[config.mk]
export PLATFORM = sky130hd
export DESIGN_NAME = sha1_message_digest
export DESIGN_NICKNAME = d
export VERILOG_FILES = /design/src/rtl/core/sha1md_pkg.sv /design/src/rtl/core/sha1_message_digest.sv /design/src/rtl/core/sha1md_sched.sv /design/src/rtl/core/sha1md_round.sv
export VERILOG_INCLUDE_DIRS = /design/src /design/src/rtl/core
export SDC_FILE = /design/constraint.sdc
export NUM_CORES = 2
export LEC_CHECK = 0
export ABC_AREA = 1
export CORE_ASPECT_RATIO = 1.75
export CORE_UTILIZATION = 60
export DETAILED_ROUTE_END_ITERATION = 8
export DONT_BUFFER_PORTS = 1
export PLACE_DENSITY_LB_ADDON = 0.05
export SYNTH_ARGS = -nofsm -noshare
export SYNTH_HDL_FRONTEND = slang
export SYNTH_SLANG_ARGS = --single-unit
[constraint.sdc]
create_clock -name clk -period 48.2 [get_ports clk]
set_input_delay 9.64 -clock clk [delete_from_list [all_inputs] [get_ports clk]]
set_output_delay 9.64 -clock clk [all_outputs]
set_load 0.1 [all_outputs]
[src/rtl/core/sha1_message_digest_assert.svh]
// sha1_message_digest_assert.svh: assertion macros for the sha1 digest block
// needs clk and rst_n in the scope where a macro is used
`ifndef SHA1_MESSAGE_DIGEST_ASSERT_SVH
`define SHA1_MESSAGE_DIGEST_ASSERT_SVH
`ifndef SYNTHESIS
// same-cycle implication
`define SHA1MD_ASSERT_IMP(label, ante, cons) \
  label: assert property (@(posedge clk) disable iff (!rst_n) (ante) |-> (cons)) \
    else $error("%m: implication failed");
// next-cycle implication
`define SHA1MD_ASSERT_NXT(label, ante, cons) \
  label: assert property (@(posedge clk) disable iff (!rst_n) (ante) |=> (cons)) \
    else $error("%m: next-cycle implication failed");
`else
`define SHA1MD_ASSERT_IMP(label, ante, cons)
`define SHA1MD_ASSERT_NXT(label, ante, cons)
`endif
`endif

[src/rtl/core/sha1md_pkg.sv]
// sha1md_pkg.sv: types, constants and round functions for the sha1 digest block
// no dependencies
`timescale 1ns / 1ps

package sha1md_pkg;

  typedef logic [31:0] word_t;
  typedef logic [4:0][31:0] chain_t;
  typedef logic [6:0] round_idx_t;
  typedef logic [3:0] fill_t;
  typedef logic [2:0] out_idx_t;

  // initial vector, entry 0 is h0
  localparam chain_t ChainIv = {32'hC3D2E1F0, 32'h10325476, 32'h98BADCFE,
                                32'hEFCDAB89, 32'h67452301};
  localparam word_t PadWord = 32'h8000_0000;
  localparam round_idx_t LastRound = 7'd79;
  localparam fill_t LenSlot = 4'd14;
  localparam fill_t LastSlot = 4'd15;
  localparam out_idx_t LastDigest = 3'd4;
  localparam logic [2:0] FullCount = 3'd4;

  typedef enum logic [2:0] {
    ST_IDLE,
    ST_PAD,
    ST_LEN_HI,
    ST_LEN_LO,
    ST_COMP,
    ST_FIN,
    ST_OUT
  } state_t;

  // what follows a compression
  typedef enum logic [1:0] {
    PH_MSG,
    PH_PAD,
    PH_DONE
  } phase_t;

  typedef struct packed {
    logic load;
    logic step;
    logic finish;
    logic rearm;
  } round_ctrl_t;

  typedef struct packed {
    logic  push;
    logic  step;
    word_t word;
  } sched_ctrl_t;

  function automatic word_t round_f(round_idx_t rnd, word_t b, word_t c, word_t d);
    word_t f;
    if (rnd < 7'd20) begin
      f = (b & c) | (~b & d);
    end else if (rnd < 7'd40) begin
      f = b ^ c ^ d;
    end else if (rnd < 7'd60) begin
      f = (b & c) | (b & d) | (c & d);
    end else begin
      f = b ^ c ^ d;
    end
    return f;
  endfunction

  function automatic word_t round_k(round_idx_t rnd);
    word_t k;
    if (rnd < 7'd20) begin
      k = 32'h5A827999;
    end else if (rnd < 7'd40) begin
      k = 32'h6ED9EBA1;
    end else if (rnd < 7'd60) begin
      k = 32'h8F1BBCDC;
    end else begin
      k = 32'hCA62C1D6;
    end
    return k;
  endfunction

  // short last word: keep the valid top bytes and place the pad byte after them
  function automatic word_t pad_last(word_t data, logic [2:0] cnt);
    word_t w;
    case (cnt)
      3'd0:    w = PadWord;
      3'd1:    w = {data[31:24], 24'h80_0000};
      3'd2:    w = {data[31:16], 16'h8000};
      3'd3:    w = {data[31:8], 8'h80};
      default: w = data;
    endcase
    return w;
  endfunction

endpackage

[src/rtl/core/sha1_message_digest.sv]
// sha1_message_digest.sv: streaming sha1 digest, top level and sequencer
// depends on sha1md_pkg, sha1md_sched, sha1md_round, sha1_message_digest_assert.svh
//
// channel  dir  ports                                          handshake
// in       in   in_data_word[31:0] in_byte_count[2:0] in_last_word  in_valid / in_stall
// out      out  out_digest_word[31:0] out_digest_last               out_valid / out_stall
//
// the sixteenth word of a block starts the rounds in the shared round unit,
// then a fold into the chain; no new word is taken until the fold is done.
// after the last word the sequencer pushes pad and length words, with one or
// two compressions, then shows five digest words, one per cycle unless out_stall.
// in_stall is high whenever the block is not waiting for a word.
// reset is synchronous; the block buffer is not cleared.
`timescale 1ns / 1ps

module sha1_message_digest (
  input  logic        clk,
  input  logic        rst_n,
  input  logic        in_valid,
  output logic        in_stall,
  input  logic [31:0] in_data_word,
  input  logic [2:0]  in_byte_count,
  input  logic        in_last_word,
  output logic        out_valid,
  input  logic        out_stall,
  output logic [31:0] out_digest_word,
  output logic        out_digest_last
);

  sha1md_pkg::state_t      state_r, state_nxt;
  sha1md_pkg::phase_t      phase_r, phase_nxt;
  sha1md_pkg::fill_t       fill_r, fill_nxt;
  sha1md_pkg::round_idx_t  rnd_r, rnd_nxt;
  sha1md_pkg::out_idx_t    idx_r, idx_nxt;
  logic                    pad80_r, pad80_nxt;
  logic [63:0]             bitlen_r, bitlen_nxt;
  logic [2:0]              eff_cnt;
  logic                    accept;
  logic                    digest_done;
  sha1md_pkg::sched_ctrl_t sched_ctrl;
  sha1md_pkg::round_ctrl_t round_ctrl;
  sha1md_pkg::word_t       wt;
  sha1md_pkg::chain_t      chain;

  // byte count in effect: full unless a short last word
  always_comb begin
    if (!in_last_word || in_byte_count > sha1md_pkg::FullCount) begin
      eff_cnt = sha1md_pkg::FullCount;
    end else begin
      eff_cnt = in_byte_count;
    end
  end

  assign in_stall = (state_r != sha1md_pkg::ST_IDLE);
  assign accept   = in_valid && !in_stall;

  // sequencer: next state and unit controls
  always_comb begin
    state_nxt  = state_r;
    phase_nxt  = phase_r;
    fill_nxt   = fill_r;
    rnd_nxt    = rnd_r;
    idx_nxt    = idx_r;
    pad80_nxt  = pad80_r;
    bitlen_nxt = bitlen_r;
    sched_ctrl = '0;
    round_ctrl = '0;
    unique case (state_r)
      sha1md_pkg::ST_IDLE: begin
        if (accept) begin
          sched_ctrl.push = 1'b1;
          sched_ctrl.word = (in_last_word && eff_cnt != sha1md_pkg::FullCount) ?
                            sha1md_pkg::pad_last(in_data_word, eff_cnt) : in_data_word;
          bitlen_nxt = bitlen_r + {58'd0, eff_cnt, 3'b000};
          phase_nxt  = in_last_word ? sha1md_pkg::PH_PAD : sha1md_pkg::PH_MSG;
          pad80_nxt  = in_last_word && eff_cnt == sha1md_pkg::FullCount;
          if (fill_r == sha1md_pkg::LastSlot) begin
            round_ctrl.load = 1'b1;
            rnd_nxt   = '0;
            state_nxt = sha1md_pkg::ST_COMP;
          end else if (in_last_word) begin
            state_nxt = sha1md_pkg::ST_PAD;
          end
        end
      end
      sha1md_pkg::ST_PAD: begin
        if (!pad80_r && fill_r == sha1md_pkg::LenSlot) begin
          state_nxt = sha1md_pkg::ST_LEN_HI;
        end else begin
          sched_ctrl.push = 1'b1;
          sched_ctrl.word = pad80_r ? sha1md_pkg::PadWord : '0;
          pad80_nxt = 1'b0;
          if (fill_r == sha1md_pkg::LastSlot) begin
            round_ctrl.load = 1'b1;
            rnd_nxt   = '0;
            state_nxt = sha1md_pkg::ST_COMP;
          end
        end
      end
      sha1md_pkg::ST_LEN_HI: begin
        sched_ctrl.push = 1'b1;
        sched_ctrl.word = bitlen_r[63:32];
        state_nxt = sha1md_pkg::ST_LEN_LO;
      end
      sha1md_pkg::ST_LEN_LO: begin
        sched_ctrl.push = 1'b1;
        sched_ctrl.word = bitlen_r[31:0];
        bitlen_nxt = '0;
        phase_nxt  = sha1md_pkg::PH_DONE;
        round_ctrl.load = 1'b1;
        rnd_nxt   = '0;
        state_nxt = sha1md_pkg::ST_COMP;
      end
      sha1md_pkg::ST_COMP: begin
        sched_ctrl.step = 1'b1;
        round_ctrl.step = 1'b1;
        rnd_nxt = rnd_r + 7'd1;
        if (rnd_r == sha1md_pkg::LastRound) begin
          state_nxt = sha1md_pkg::ST_FIN;
        end
      end
      sha1md_pkg::ST_FIN: begin
        round_ctrl.finish = 1'b1;
        unique case (phase_r)
          sha1md_pkg::PH_MSG:  state_nxt = sha1md_pkg::ST_IDLE;
          sha1md_pkg::PH_PAD:  state_nxt = sha1md_pkg::ST_PAD;
          sha1md_pkg::PH_DONE: begin
            idx_nxt   = '0;
            state_nxt = sha1md_pkg::ST_OUT;
          end
          default: state_nxt = sha1md_pkg::ST_IDLE;
        endcase
      end
      sha1md_pkg::ST_OUT: begin
        if (!out_stall) begin
          idx_nxt = idx_r + 3'd1;
          if (idx_r == sha1md_pkg::LastDigest) begin
            idx_nxt = '0;
            round_ctrl.rearm = 1'b1;
            state_nxt = sha1md_pkg::ST_IDLE;
          end
        end
      end
      default: state_nxt = sha1md_pkg::ST_IDLE;
    endcase
    if (sched_ctrl.push) begin
      fill_nxt = fill_r + 4'd1;
    end
  end

  // control registers
  always_ff @(posedge clk) begin
    if (!rst_n) begin
      state_r  <= sha1md_pkg::ST_IDLE;
      phase_r  <= sha1md_pkg::PH_MSG;
      fill_r   <= '0;
      rnd_r    <= '0;
      idx_r    <= '0;
      pad80_r  <= 1'b0;
      bitlen_r <= '0;
    end else begin
      state_r  <= state_nxt;
      phase_r  <= phase_nxt;
      fill_r   <= fill_nxt;
      rnd_r    <= rnd_nxt;
      idx_r    <= idx_nxt;
      pad80_r  <= pad80_nxt;
      bitlen_r <= bitlen_nxt;
    end
  end

  sha1md_sched u_sched (
    .clk  (clk),
    .ctrl (sched_ctrl),
    .wt   (wt)
  );

  sha1md_round u_round (
    .clk   (clk),
    .rst_n (rst_n),
    .ctrl  (round_ctrl),
    .rnd   (rnd_r),
    .wt    (wt),
    .chain (chain)
  );

  // digest words straight from the held chaining value
  assign out_valid       = (state_r == sha1md_pkg::ST_OUT);
  assign out_digest_word = chain[idx_r];
  assign out_digest_last = (idx_r == sha1md_pkg::LastDigest);

  // final digest word taken
  assign digest_done = out_valid && !out_stall && out_digest_last;

  // checks
  `include "sha1_message_digest_assert.svh"

  `SHA1MD_ASSERT_IMP(a_no_take_while_out, out_valid, in_stall)
  `SHA1MD_ASSERT_NXT(a_fill_steps, accept, fill_r == $past(fill_r) + 4'd1)
  `SHA1MD_ASSERT_IMP(a_fold_on_boundary, state_r == sha1md_pkg::ST_FIN, fill_r == 4'd0)
  `SHA1MD_ASSERT_NXT(a_rearm_clean, digest_done, !in_stall && fill_r == 4'd0 && bitlen_r == 64'd0)

endmodule

[src/rtl/core/sha1md_sched.sv]
// sha1md_sched.sv: 16-word block buffer and message schedule window
// depends on sha1md_pkg
`timescale 1ns / 1ps

module sha1md_sched (
  input  logic                   clk,
  input  sha1md_pkg::sched_ctrl_t ctrl,
  output sha1md_pkg::word_t       wt
);

  sha1md_pkg::word_t win_r [16];
  sha1md_pkg::word_t expand;

  // next schedule word, sixteen rounds ahead
  always_comb begin
    expand = win_r[13] ^ win_r[8] ^ win_r[2] ^ win_r[0];
    expand = {expand[30:0], expand[31]};
  end

  // shift window: load words during fill, expanded words during rounds
  always_ff @(posedge clk) begin
    if (ctrl.push || ctrl.step) begin
      for (int i = 0; i < 15; i++) begin
        win_r[i] <= win_r[i+1];
      end
      win_r[15] <= ctrl.push ? ctrl.word : expand;
    end
  end

  assign wt = win_r[0];

endmodule

[src/rtl/core/sha1md_round.sv]
// sha1md_round.sv: shared sha1 round unit, working registers and chaining value
// depends on sha1md_pkg
`timescale 1ns / 1ps

module sha1md_round (
  input  logic                    clk,
  input  logic                    rst_n,
  input  sha1md_pkg::round_ctrl_t ctrl,
  input  sha1md_pkg::round_idx_t  rnd,
  input  sha1md_pkg::word_t       wt,
  output sha1md_pkg::chain_t      chain
);

  sha1md_pkg::word_t  a_r, b_r, c_r, d_r, e_r;
  sha1md_pkg::word_t  tmp;
  sha1md_pkg::chain_t chain_r;

  // one round of the compression function
  always_comb begin
    tmp = {a_r[26:0], a_r[31:27]} + sha1md_pkg::round_f(rnd, b_r, c_r, d_r) + e_r
          + sha1md_pkg::round_k(rnd) + wt;
  end

  // working variables
  always_ff @(posedge clk) begin
    if (ctrl.load) begin
      a_r <= chain_r[0];
      b_r <= chain_r[1];
      c_r <= chain_r[2];
      d_r <= chain_r[3];
      e_r <= chain_r[4];
    end else if (ctrl.step) begin
      a_r <= tmp;
      b_r <= a_r;
      c_r <= {b_r[1:0], b_r[31:2]};
      d_r <= c_r;
      e_r <= d_r;
    end
  end

  // chaining value: fold in after the last round, re-arm after a digest
  always_ff @(posedge clk) begin
    if (!rst_n || ctrl.rearm) begin
      chain_r <= sha1md_pkg::ChainIv;
    end else if (ctrl.finish) begin
      chain_r[0] <= chain_r[0] + a_r;
      chain_r[1] <= chain_r[1] + b_r;
      chain_r[2] <= chain_r[2] + c_r;
      chain_r[3] <= chain_r[3] + d_r;
      chain_r[4] <= chain_r[4] + e_r;
    end
  end

  assign chain = chain_r;

endmodule
==> impl_results.md <==
- Syn Nets: between 6000 and 7000
- WL per Instance: approximately 29 um
- DRT iter0 DRCs: ~5500
- Area leader, netlist: edfxtp_1
- HP Class: reg -> reg
- Ys Warns: 0
- Setup crit start kind: register
- First-pass GRT wire length: ~300000 um
- Setup Skew: between 50 and 60 ps
- Nets: roughly 6300
- Setup Viol. Count Final: 0
- Max-cap viol count: 0
- Port bufs: 0
- Number of enable flip-flop cells after synthesis: around 670
- Buffer count from post-CTS setup fixing: 0
- Fmax: 0.0760 GHz
- Routed vias: between 40000 and 50000
- Max Root-Sink Buffers: 3
- Starting Density: 60.6%
- Flip-flop and latch area: 25000 um2
- WP data required: a little under 40000 ps
- Seq/Total Area, Yosys: between 40% and 50%
- Drt pass-1 iters: 7
- Row count: approximately 140
- Setup TNS: 0 ps
- Hold_sp: u_sched.win_r[0][124]$_DFFE_PP_
- Critical path class: reg -> out
- Reg-to-reg startpoint: rnd_r[2]$_SDFFE_PN0P_
- Layout cells sized above 1: approximately 4.6%
- GPL Wtd Cong: between 1 and 1.5
- Min Clock Period, post-route: roughly 13000 ps
- Pin count of the biggest net entering global routing: 243
- Total Routing Usage GR: approximately 48%
- # IOs: 75
- Total CTS buffers: 84
- Antenna Nets Post-Route: 0
- Slew Limit Fails: 0
- CTS tree: done
- Status: finished clean
- Synth Register Bits: 913
- Synthesized instance count: about 6000
- Max_slew headroom: 7.69%
- Slowest-stage cell, CP: nand2_1
- Syn Area/Cell: 8.68 um2
- Die Footprint: a little under 90000 um2
- Critical path endpoint category: primary output
- Die H: 391 um
- Die width: ~220 um
- Hold Crit Depth: 0
- Worst path arrival time: 3520 ps
- Vias per cell: 6.34
- Final-layout fill cell count: roughly 6700
- Layout Area Growth over Synthesis: 8.96%
- Worst slew pin tran: between 1000 and 1500 ps
- Worst hold endpoint: u_sched.win_r[0][92]$_DFFE_PP_
- Cells resized by post-CTS repair: 0
- Post-DP HPWL: 155000 um
- Worst-path clk slew: 70 ps
- RSZ-0062 raised after global routing: no
- Netlist cell types: just under 60
- Routed wire length: ~210000 um
- Area occupied by multi-input gates: 23300 um2
- Fin crit share: a little over a quarter
- H-tree depth: 3
- CTS Sinks: roughly 910
- Post-synth ARST share: 0%
- Crit path max fanout: 36
- Vias in the first global route: 44500
- Clk root buf: clkbuf_16
- Worst r2r path cells: 23
- GRT Residual Overflow: 0
- Worst flop-to-flop path endpoint: u_round.a_r[27]$_DFFE_PP_
- Cts hold-fix bufs: 0
- Clock Latency Late Sink: 740 ps
- CP peak stage delay: ~810 ps
- Synth Cell Area: between 50000 and 60000 um2
- Initial antenna violation count: 14
- Synth top area share: 39.0%
- CP cell instances: clkinv_2 > buf_4 > nand3_1 > nand2_1
- DRC errors left: 0
- Core Box Area: roughly 85000 um2
- Prevailing post-synth register cell: edfxtp_1
- Top cells by area, synth: edfxtp_1 39%, nand2_1 10%, dfxtp_1 9.3%
- Flop2flop setup slack: roughly 41000 ps
- Final Hold Violating Endpoints: 0
layout make-up:
cell class	instances	area share (%)
clock inverters	57	1.44
repair buffers	54	0.785
inverters	837	5.58
diodes	6	0.0266
flip-flops and latches	913	44.3
well taps	1152	2.56
clock buffers	99	3.93
multi-input cells	4063	41.3
stage by stage:
stage	instances	util [%]	instance area, um2	setup slack (ps)	hold slack, ps
CTS	7174	66.0	56400	35170	400
detailed placement	7018	62.4	53400	35320	405
global placement	7018	62.4	53400	35410	400
finish	7181	66.0	56400	35040	415
global route	7176	66.0	56400	35040	404
floorplan	5964	-	51800	26050	400
Yosys cell counts, types with 6 or more instances:
library cell     n
nor3_1          74
and3_1           6
o2111ai_1       11
o22ai_1         29
ha_1           228
nand4_1         90
buf_2           51
inv_2            8
o221ai_1        11
nand2_1       1425
o21ai_1         10
o21a_1          15
nand3b_1        13
edfxtp_1       672
o21bai_1        34
dfxtp_1        241
buf_1            6
or2_2           22
nand2_2          6
nor4_1          17
a21o_1          15
clkbuf_1        81
a21boi_0         9
inv_1          828
a21oi_1        493
nand3_1        332
xnor2_1         82
a22oi_1         10
a31oi_1         14
buf_4           12
o211ai_1        22
nor2_1         465
o31ai_1         24
xor2_1          68
o21ai_0        377
fa_1           125
placed cells by master (no fill, tap or decap), types with 68 or more instances in the layout:
master | Yosys | routed
xor2_1 | 68 | 68
dfxtp_1 | 241 | 240
fa_1 | 125 | 125
a21oi_1 | 493 | 493
o21ai_0 | 377 | 375
edfxtp_1 | 672 | 672
nand3_1 | 332 | 331
nand2_1 | 1425 | 1424
xnor2_1 | 82 | 82
nand4_1 | 90 | 90
nor3_1 | 74 | 74
clkbuf_16 | 0 | 85
nor2_1 | 465 | 464
inv_1 | 828 | 826
ha_1 | 228 | 228
worst max-delay path: cells and delay by family (launching register included):
kind / cells / cell delay, ps
buffers and inverters: 2 / 1150
DFF: 1 / 420
and+or+nand+nor: 2 / 1180
layer usage:
| layer | vias up | routed length (um) | part of all wire, % | global-route usage [%] |
|---|---|---|---|---|
| met5 | - | 84 | 0.040 | 0 |
| met1 | 20900 | 61000 | 29 | 45.9 |
| met2 | 3388 | 97600 | 46 | 79.2 |
| li1 | 19900 | - | - | - |
| met4 | 12 | 31300 | 15 | 57.1 |
| met3 | 1291 | 20200 | 9.6 | 12.2 |
sequential cells by signal (all words and copies together), names as in the netlist:
name,cells
bitlen_r,61
fill_r,4
idx_r,3
pad80_r,1
phase_r,2
rnd_r,7
state_r,3
u_round.a_r,32
u_round.b_r,32
u_round.c_r,32
u_round.chain,160
u_round.d_r,32
u_round.e_r,32
u_sched.win_r,512
worst max-delay path by stage:
stage | start | depth (start not counted) | end
floorplan | in_valid | 5 | u_sched.win_r[0][0]$_DFFE_PP_
global placement | in_valid | 7 | u_round.a_r[4]$_DFFE_PP_
detailed placement | in_valid | 7 | u_round.a_r[4]$_DFFE_PP_
CTS | idx_r[2]$_SDFFE_PN0P_ | 4 | out_digest_word[2]
global route | idx_r[2]$_SDFFE_PN0P_ | 4 | out_digest_word[5]
finish | idx_r[2]$_SDFFE_PN0P_ | 4 | out_digest_word[2]
cell families (layout without fill, tap and decap cells):
logic type               after synthesis  count (layout)  share of synthesized area, %
AND/OR/NAND/NOR                     2470            2470                          19.9
buffers and inverters                988            1047                          7.39
other                                  0               6                             0
XOR/XNOR                             150             150                          2.54
adder cells (fa/ha/maj)              353             353                          10.3
flip-flops                           913             913                          48.3
AO/OA/AOI/OAI                       1090            1090                          11.5
Power is left out: the tool's default activity adds up to more than one toggle a clock period on the data nets, which glitch-free logic cannot reach.
